File: config.mk
export PLATFORM = sky130hd
export DESIGN_NAME = fifo_queue_with_keyed_removal
export DESIGN_NICKNAME = d
export VERILOG_FILES = /design/src/rtl/fqkr_pkg.sv /design/src/rtl/fifo_queue_with_keyed_removal.sv
export SDC_FILE = /design/constraint.sdc
export NUM_CORES = 1
export LEC_CHECK = 0
export BUFFER_PORTS_ARGS = -buffer_cell sky130_fd_sc_hd__buf_2
export CAP_MARGIN = 20
export CORE_MARGIN = 5
export CORE_UTILIZATION = 41
export CTS_CLUSTER_DIAMETER = 150
export DETAILED_ROUTE_END_ITERATION = 8
export PLACE_DENSITY = 0.65
export SYNTH_ARGS = -nofsm -noshare
export SYNTH_HDL_FRONTEND = slang
export SYNTH_SLANG_ARGS = --single-unit
File: constraint.sdc
create_clock -name clock -period 8.7 [get_ports clock]
set_clock_uncertainty 0.2 [all_clocks]
set_input_delay 2.175 -clock clock [delete_from_list [all_inputs] [get_ports clock]]
set_output_delay 2.175 -clock clock [all_outputs]
set_load 0.03 [all_outputs]
File: src/rtl/fqkr_pkg.sv
// fqkr_pkg: operation and status codes and the fixed port widths of the keyed fifo queue
// no dependencies; imported by fifo_queue_with_keyed_removal
package fqkr_pkg;

   localparam int OP_W   = 2;
   localparam int STAT_W = 2;
   localparam int PORT_W = 32;
   localparam int OCC_W  = 5;

   localparam logic [OP_W-1:0] OP_APPEND = 2'd0;
   localparam logic [OP_W-1:0] OP_SERVE  = 2'd1;
   localparam logic [OP_W-1:0] OP_REMOVE = 2'd2;
   localparam logic [OP_W-1:0] OP_CLEAR  = 2'd3;

   localparam logic [STAT_W-1:0] ST_DONE    = 2'd0;
   localparam logic [STAT_W-1:0] ST_EMPTY   = 2'd1;
   localparam logic [STAT_W-1:0] ST_NOMATCH = 2'd2;
   localparam logic [STAT_W-1:0] ST_FULL    = 2'd3;

endpackage

File: src/rtl/fifo_queue_with_keyed_removal.sv
// fifo_queue_with_keyed_removal: ordered queue of tag pairs held in a circular
// single-write, single-read memory, with serve, append, clear and remove-by-tags
// depends on fqkr_pkg
//
// usage: one transaction on the req_ channel carries an operation and two tags;
// each one gives exactly one transaction on the rsp_ channel (status, tags of the
// served or removed entry, occupancy afterwards), in order.
// append, clear and any operation on an empty queue go from idle straight to the
// finishing state, which registers the result and returns to idle for the next
// request. serve passes through the serve state for its one memory read.
// remove with n entries held and the match at position k (front is 0) scans
// entries 0 to k, then collapses the n - 1 - k entries behind it (one entry moved
// per cycle through the read and write ports); with no match all n are scanned.
// the single memory read port, one entry per cycle, sets the remove time.
// req_stall is high while a transaction is in progress. the result register
// lets a new request be accepted while the previous result is still stalled;
// its result then waits in the finishing state until rsp_stall drops.
// reset empties the queue and drops any pending result; the entry memory is not
// cleared, since only entries below the fill count are ever read.
module fifo_queue_with_keyed_removal #(
   parameter int QUEUE_DEPTH = 16,
   parameter int TAG_WIDTH   = 32
) (
   input  logic                          clock,
   input  logic                          reset,
   input  logic                          req_valid,
   output logic                          req_stall,
   input  logic [fqkr_pkg::OP_W-1:0]     req_op,
   input  logic [fqkr_pkg::PORT_W-1:0]   req_given_tag,
   input  logic [fqkr_pkg::PORT_W-1:0]   req_family_tag,
   output logic                          rsp_valid,
   input  logic                          rsp_stall,
   output logic [fqkr_pkg::STAT_W-1:0]   rsp_status,
   output logic [fqkr_pkg::PORT_W-1:0]   rsp_out_given,
   output logic [fqkr_pkg::PORT_W-1:0]   rsp_out_family,
   output logic [fqkr_pkg::OCC_W-1:0]    rsp_occupancy
);
   import fqkr_pkg::*;

   localparam int StoreW = (TAG_WIDTH < PORT_W) ? TAG_WIDTH : PORT_W;
   localparam int AddrW  = $clog2(QUEUE_DEPTH);
   localparam int CntW   = $clog2(QUEUE_DEPTH + 1);
   localparam logic [AddrW:0]   DepthA = (AddrW+1)'(QUEUE_DEPTH);
   localparam logic [CntW-1:0]  DepthC = CntW'(QUEUE_DEPTH);

   typedef enum logic [2:0] {
      IDLE,
      SERVE,
      SCAN,
      SHIFT,
      FINISH
   } state_type;

   state_type               state_ff, state_in;
   logic [CntW-1:0]         count_ff, count_in;
   logic [AddrW-1:0]        head_ff, head_in;
   logic [AddrW-1:0]        idx_ff, idx_in;
   logic [StoreW-1:0]       key_given_ff, key_given_in;
   logic [StoreW-1:0]       key_family_ff, key_family_in;
   logic [STAT_W-1:0]       res_status_ff, res_status_in;
   logic [StoreW-1:0]       res_given_ff, res_given_in;
   logic [StoreW-1:0]       res_family_ff, res_family_in;
   logic                    rsp_valid_ff, rsp_valid_in;
   logic [STAT_W-1:0]       rsp_status_ff, rsp_status_in;
   logic [StoreW-1:0]       rsp_given_ff, rsp_given_in;
   logic [StoreW-1:0]       rsp_family_ff, rsp_family_in;
   logic [OCC_W-1:0]        rsp_occ_ff, rsp_occ_in;

   logic [2*StoreW-1:0]     mem [QUEUE_DEPTH];
   logic [2*StoreW-1:0]     rd_data_ff;
   logic                    rd_en;
   logic [AddrW-1:0]        rd_addr;
   logic                    wr_en;
   logic [AddrW-1:0]        wr_addr;
   logic [2*StoreW-1:0]     wr_data;

   logic [StoreW-1:0]       rd_given;
   logic [StoreW-1:0]       rd_family;
   logic                    last_entry;
   logic                    last_move;
   logic                    key_match;

   function automatic logic [AddrW-1:0] wrap_addr(input logic [AddrW-1:0] base,
                                                  input logic [AddrW-1:0] off);
      logic [AddrW:0] sum;
      sum = {1'b0, base} + {1'b0, off};
      if (sum >= DepthA) begin
         sum = sum - DepthA;
      end
      return sum[AddrW-1:0];
   endfunction

   assign rd_given   = rd_data_ff[2*StoreW-1:StoreW];
   assign rd_family  = rd_data_ff[StoreW-1:0];
   assign key_match  = (rd_given == key_given_ff) && (rd_family == key_family_ff);
   assign last_entry = (CntW'(idx_ff) + CntW'(1)) == count_ff;
   assign last_move  = (CntW'(idx_ff) + CntW'(2)) == count_ff;

   assign req_stall = (state_ff != IDLE);

   always_comb begin
      state_in      = state_ff;
      count_in      = count_ff;
      head_in       = head_ff;
      idx_in        = idx_ff;
      key_given_in  = key_given_ff;
      key_family_in = key_family_ff;
      res_status_in = res_status_ff;
      res_given_in  = res_given_ff;
      res_family_in = res_family_ff;
      rsp_valid_in  = rsp_valid_ff && rsp_stall;
      rsp_status_in = rsp_status_ff;
      rsp_given_in  = rsp_given_ff;
      rsp_family_in = rsp_family_ff;
      rsp_occ_in    = rsp_occ_ff;
      rd_en         = 1'b0;
      rd_addr       = '0;
      wr_en         = 1'b0;
      wr_addr       = '0;
      wr_data       = '0;
      case (state_ff)
         IDLE: begin
            if (req_valid) begin
               key_given_in  = req_given_tag[StoreW-1:0];
               key_family_in = req_family_tag[StoreW-1:0];
               res_status_in = ST_DONE;
               res_given_in  = '0;
               res_family_in = '0;
               idx_in        = '0;
               state_in      = FINISH;
               case (req_op)
                  OP_APPEND: begin
                     if (count_ff >= DepthC) begin
                        res_status_in = ST_FULL;
                     end else begin
                        wr_en    = 1'b1;
                        wr_addr  = wrap_addr(head_ff, AddrW'(count_ff));
                        wr_data  = {req_given_tag[StoreW-1:0], req_family_tag[StoreW-1:0]};
                        count_in = count_ff + CntW'(1);
                     end
                  end
                  OP_SERVE: begin
                     if (count_ff == '0) begin
                        res_status_in = ST_EMPTY;
                     end else begin
                        rd_en    = 1'b1;
                        rd_addr  = head_ff;
                        state_in = SERVE;
                     end
                  end
                  OP_REMOVE: begin
                     if (count_ff == '0) begin
                        res_status_in = ST_EMPTY;
                     end else begin
                        rd_en    = 1'b1;
                        rd_addr  = head_ff;
                        state_in = SCAN;
                     end
                  end
                  OP_CLEAR: begin
                     count_in = '0;
                  end
                  default: begin
                     count_in = '0;
                  end
               endcase
            end
         end
         SERVE: begin
            res_given_in  = rd_given;
            res_family_in = rd_family;
            head_in       = wrap_addr(head_ff, AddrW'(1));
            count_in      = count_ff - CntW'(1);
            state_in      = FINISH;
         end
         SCAN: begin
            // fetch the next entry ahead, used by both the scan and the collapse
            if (!last_entry) begin
               rd_en   = 1'b1;
               rd_addr = wrap_addr(head_ff, AddrW'(CntW'(idx_ff) + CntW'(1)));
            end
            if (key_match) begin
               res_given_in  = rd_given;
               res_family_in = rd_family;
               if (last_entry) begin
                  count_in = count_ff - CntW'(1);
                  state_in = FINISH;
               end else begin
                  state_in = SHIFT;
               end
            end else if (last_entry) begin
               res_status_in = ST_NOMATCH;
               state_in      = FINISH;
            end else begin
               idx_in = AddrW'(CntW'(idx_ff) + CntW'(1));
            end
         end
         SHIFT: begin
            // idx is the hole; the entry behind it is in the read register
            wr_en   = 1'b1;
            wr_addr = wrap_addr(head_ff, idx_ff);
            wr_data = rd_data_ff;
            if (last_move) begin
               count_in = count_ff - CntW'(1);
               state_in = FINISH;
            end else begin
               rd_en   = 1'b1;
               rd_addr = wrap_addr(head_ff, AddrW'(CntW'(idx_ff) + CntW'(2)));
               idx_in  = AddrW'(CntW'(idx_ff) + CntW'(1));
            end
         end
         FINISH: begin
            if (!rsp_valid_ff || !rsp_stall) begin
               rsp_valid_in  = 1'b1;
               rsp_status_in = res_status_ff;
               rsp_given_in  = res_given_ff;
               rsp_family_in = res_family_ff;
               rsp_occ_in    = OCC_W'(count_ff);
               state_in      = IDLE;
            end
         end
         default: begin
            state_in = IDLE;
         end
      endcase
   end

   always_ff @(posedge clock) begin
      if (reset) begin
         state_ff     <= IDLE;
         count_ff     <= '0;
         head_ff      <= '0;
         rsp_valid_ff <= 1'b0;
      end else begin
         state_ff     <= state_in;
         count_ff     <= count_in;
         head_ff      <= head_in;
         rsp_valid_ff <= rsp_valid_in;
      end
      idx_ff        <= idx_in;
      key_given_ff  <= key_given_in;
      key_family_ff <= key_family_in;
      res_status_ff <= res_status_in;
      res_given_ff  <= res_given_in;
      res_family_ff <= res_family_in;
      rsp_status_ff <= rsp_status_in;
      rsp_given_ff  <= rsp_given_in;
      rsp_family_ff <= rsp_family_in;
      rsp_occ_ff    <= rsp_occ_in;
   end

   // entry memory, one write and one registered read per cycle
   always_ff @(posedge clock) begin
      if (wr_en) begin
         mem[wr_addr] <= wr_data;
      end
   end

   always_ff @(posedge clock) begin
      if (rd_en) begin
         rd_data_ff <= mem[rd_addr];
      end
   end

   assign rsp_valid      = rsp_valid_ff;
   assign rsp_status     = rsp_status_ff;
   assign rsp_out_given  = PORT_W'(rsp_given_ff);
   assign rsp_out_family = PORT_W'(rsp_family_ff);
   assign rsp_occupancy  = rsp_occ_ff;

   a_no_rw_collision: assert property (@(posedge clock) disable iff (reset)
      !(rd_en && wr_en && (rd_addr == wr_addr)))
      else $error("read and write of the same entry in one cycle");

   a_count_bound: assert property (@(posedge clock) disable iff (reset)
      count_ff <= DepthC)
      else $error("fill count above queue depth");

   a_rsp_from_finish: assert property (@(posedge clock) disable iff (reset)
      $rose(rsp_valid_ff) |-> $past(state_ff == FINISH))
      else $error("result raised outside the finishing state");

   a_full_occupancy: assert property (@(posedge clock) disable iff (reset)
      (rsp_valid_ff && (rsp_status_ff == ST_FULL)) |-> (rsp_occ_ff == OCC_W'(QUEUE_DEPTH)))
      else $error("full status without a full queue");

   a_clear_empties: assert property (@(posedge clock) disable iff (reset)
      (req_valid && !req_stall && (req_op == OP_CLEAR)) |=> (count_ff == '0))
      else $error("clear left entries in the queue");

endmodule

==> flow_summary.json <==
{
  "r2r_setup_slack_ps": 3410,
  "yosysWarnings": 0,
  "grt_pass1_vias": 27200,
  "overflow": 0,
  "cts_sinks": 1306,
  "worst-path-max-fanout": 65,
  "drt_first_pass_iters": 5,
  "setup_ws_ps": 3190,
  "synth_xor_area_share_pct": 1.47,
  "crit_type": "primary input to flop",
  "synth-seq-cells": 1306,
  "synthArstFlopShare_pct": 0,
  "seqPwrFrac_pct": 54.2,
  "r2r_start": "idx_ff[1]$_SDFFCE_PN0P_",
  "wl_per_cell_um": 28.0,
  "instances_no_fill": 4756,
  "hp-start": "res_given_ff[17]$_SDFFCE_PN0P_",
  "critPathCaptureType": "flop",
  "cts_tree": "built",
  "synth_simple_gate_area_share_pct": 2.65,
  "p_leak_nw": 20.2,
  "ys.flop_type": "edfxtp_1",
  "synth.avg_cell_area_um2": 18.2,
  "p_per_area_nw_per_um2": 224,
  "synth_area_um2": 51400,
  "vias_per_cell": 5.80,
  "gr-usage-all-layers_pct": 19.8,
  "synth_top_family_by_area": "multiplexers",
  "rsz0062_at_grt": "false",
  "cap_violations": 0,
  "fin_nets": 3104,
  "synthMuxAreaShare_pct": 11.1,
  "worstMarginPinSlew_ps": 1070,
  "drive_above_1_share_pct": 27.7,
  "final-setup-viol-count": 0,
  "initial_core_util_pct": 41.4,
  "whs_endpoint": "rsp_out_given[17]$_DFFE_PP_",
  "vias": 27600,
  "drt_iter0_drc": 3260,
  "antenna_found_initial": 18,
  "final-hold-violation-count": 0,
  "clockBufferDepth": 3,
  "drc": 0,
  "die_h_um": 364,
  "clock.fmax_mhz": 182,
  "holdBufCountCts": 0,
  "clock-root-buffer": "clkbuf_16",
  "ir_drop_uv": 199,
  "worstPathRequired_ps": 9060,
  "pwr-share-clk_pct": 42.1,
  "drtAntennaViolNets": 0,
  "fin_crit_sh_pct": 63.3,
  "cts_setup_buffers": 0,
  "post-dp-hpwl_um": 75400,
  "htree_levels": 4,
  "ff2ff_path_depth": 10,
  "cts_resized": 0,
  "min_period_ps": 5510,
  "worstReg2RegEnd": "rd_data_ff[62]$_DFFE_PP_",
  "p_comb_share_pct": 3.7,
  "synthAdderAreaFrac_pct": 0.667,
  "dpl.cell_count": 4512,
  "clkTransAtPathRegs_ps": 60,
  "ys_seq_area_share_pct": 76.1,
  "status": "completed",
  "worst-endpoint-arrival_ps": 5870,
  "synth_fp_nets": 2924,
  "core-area_um2": 124000,
  "post-place-ws_ps": 2470,
  "finalMaxSlewViolations": 0,
  "critPathLaunch": "req_op[0]",
  "fin_hold_ws_ps": 213,
  "netlist_instances": 2829,
  "cts_buffers": 132,
  "ios": 143,
  "hold_class": "flop to flop",
  "worstSkewPairLatency_ps": 750,
  "die-area_um2": 133000,
  "p_sw_share_pct": 21.6,
  "tns_ps": 0,
  "yosysUniqueCellTypes": 63,
  "power.internal_mw": 10.3,
  "num_rows": 129,
  "layout_common_cells": "1293 x edfxtp_1, 441 x mux2_2, 143 x buf_2, 134 x clkbuf_16, 130 x o22ai_1",
  "grt_pass1_wl_um": 191000,
  "slew-limit-headroom_pct": 27.8,
  "grt_max_degree": 124,
  "port_buffers": 142,
  "hold-path-cell-count": 0,
  "ff_latch_area_um2": 39100,
  "dieWidth_um": 364,
  "layout_commonest_cell": "edfxtp_1",
  "synth_compound_area_share_pct": 6.55,
  "place.gp.congestion": 0.774,
  "synth_edf_count": 1293,
  "wirelength_um": 133000,
  "n_fill_cell": 10300,
  "multi_input_area_um2": 11800,
  "syn_to_final_growth_pct": 13.8,
  "start_kind": "primary input",
  "netSwitchingPower_mw": 2.83
}
[state kept, by name, indices dropped and copies added, names as in the netlist]
register and flops:
mem 1024, rd_data_ff 64, res_status_ff 2, count_ff 5, rsp_status 2, idx_ff 4, key_family_ff 32, head_ff 4
rsp_out_given 32, state_ff 3, rsp_occupancy 5, key_given_ff 32, rsp_valid 1, res_given_ff 32, rsp_out_family 32, res_family_ff 32
[per-stage QoR]
step | total power, mW | area, um^2 | util, %
after floorplan | 7.48 | 51400 | -
after global placement | 7.70 | 54200 | 43.7
after detailed placement | 7.70 | 54300 | 43.7
after CTS | 13.2 | 58500 | 47.1
after global routing | 13.5 | 58500 | 47.1
final | 13.1 | 58500 | 47.1
[worst max path at each step]
stage / endpoint / cells after the start
final: rd_data_ff[62]$_DFFE_PP_ / 11
after global routing: rd_data_ff[46]$_DFFE_PP_ / 11
after CTS: rd_data_ff[57]$_DFFE_PP_ / 11
after detailed placement: rd_data_ff[57]$_DFFE_PP_ / 11
after global placement: rd_data_ff[13]$_DFFE_PP_ / 11
after floorplan: res_family_ff[0]$_SDFFCE_PN0P_ / 2
[power by group through the flow]
| stage | Combinational (mW) | Clock [mW] | Sequential [mW] |
|---|---|---|---|
| finish | 0.490 | 5.50 | 7.08 |
| global route | 0.520 | 5.86 | 7.09 |
| CTS | 0.490 | 5.60 | 7.08 |
| detailed placement | 0.489 | 0 | 7.22 |
| global placement | 0.482 | 0 | 7.21 |
| floorplan | 0.244 | 0 | 7.24 |
[cells by family (layout without fill, tap and decap cells)]
| logic type | after synthesis | after routing |
|---|---|---|
| DFF | 1306 | 1306 |
| muxes | 513 | 513 |
| AOI/OAI and AO/OA | 453 | 453 |
| and+or+nand+nor | 270 | 270 |
| buffers and inverters | 176 | 463 |
| xor gates and xnor gates | 86 | 86 |
| adders and majority gates | 25 | 25 |
| other | 0 | 3 |
[metal layers]
metal  part of all wire, %  global-route usage (%)  wire length (um)  vias up
met1                    42                    28.2             55900    14200
met3                    10                    4.77             13400      223
met5                     0                       0                 0        -
met2                    45                    30.7             60500     1390
li1                      -                       -                 -    11800
met4                   2.4                    5.51              3180        0
[critical path: stages]
cell and delay, ps:
buf_2 120, inv_1 60, ha_1 300, o2111a_1 220, nand2_1 100, o31ai_1 200
nor2_4 790, buf_4 730, buf_4 560, o211ai_1 190, a211oi_1 270
[area by class of cell]
cell class	count	share of cell area, %
diodes	3	0.0128
clock buffers	155	5.87
clock inverters	86	1.31
inverters	18	0.120
multi-input cells	1347	20.1
flip-flops and latches	1306	66.8
well taps	1637	3.50
repair buffers	204	2.26
[cell usage after synthesis (all sizes together) (7+ instances only)]
library cell  count  area share (%)
nand4             7           0.085
mux2i            65             1.3
a211oi           67            0.98
nor2             50            0.37
o21ai             9           0.088
dfxtp            13            0.51
xnor2            11            0.19
nor4             19            0.23
xor2             75             1.3
ha               21            0.51
mux2            448             9.8
buf              59            0.65
a22o             65             1.1
edfxtp         1293              76
a21oi            22            0.21
o211ai           66            0.96
clkbuf           99            0.72
a221oi           64             1.1
nor2b            66            0.80
o22ai           130             1.6
nand2b            7           0.085
nor3              7           0.068
nand2            86            0.63
inv              18            0.13
Note: power is estimated with default switching activity, not from simulation.
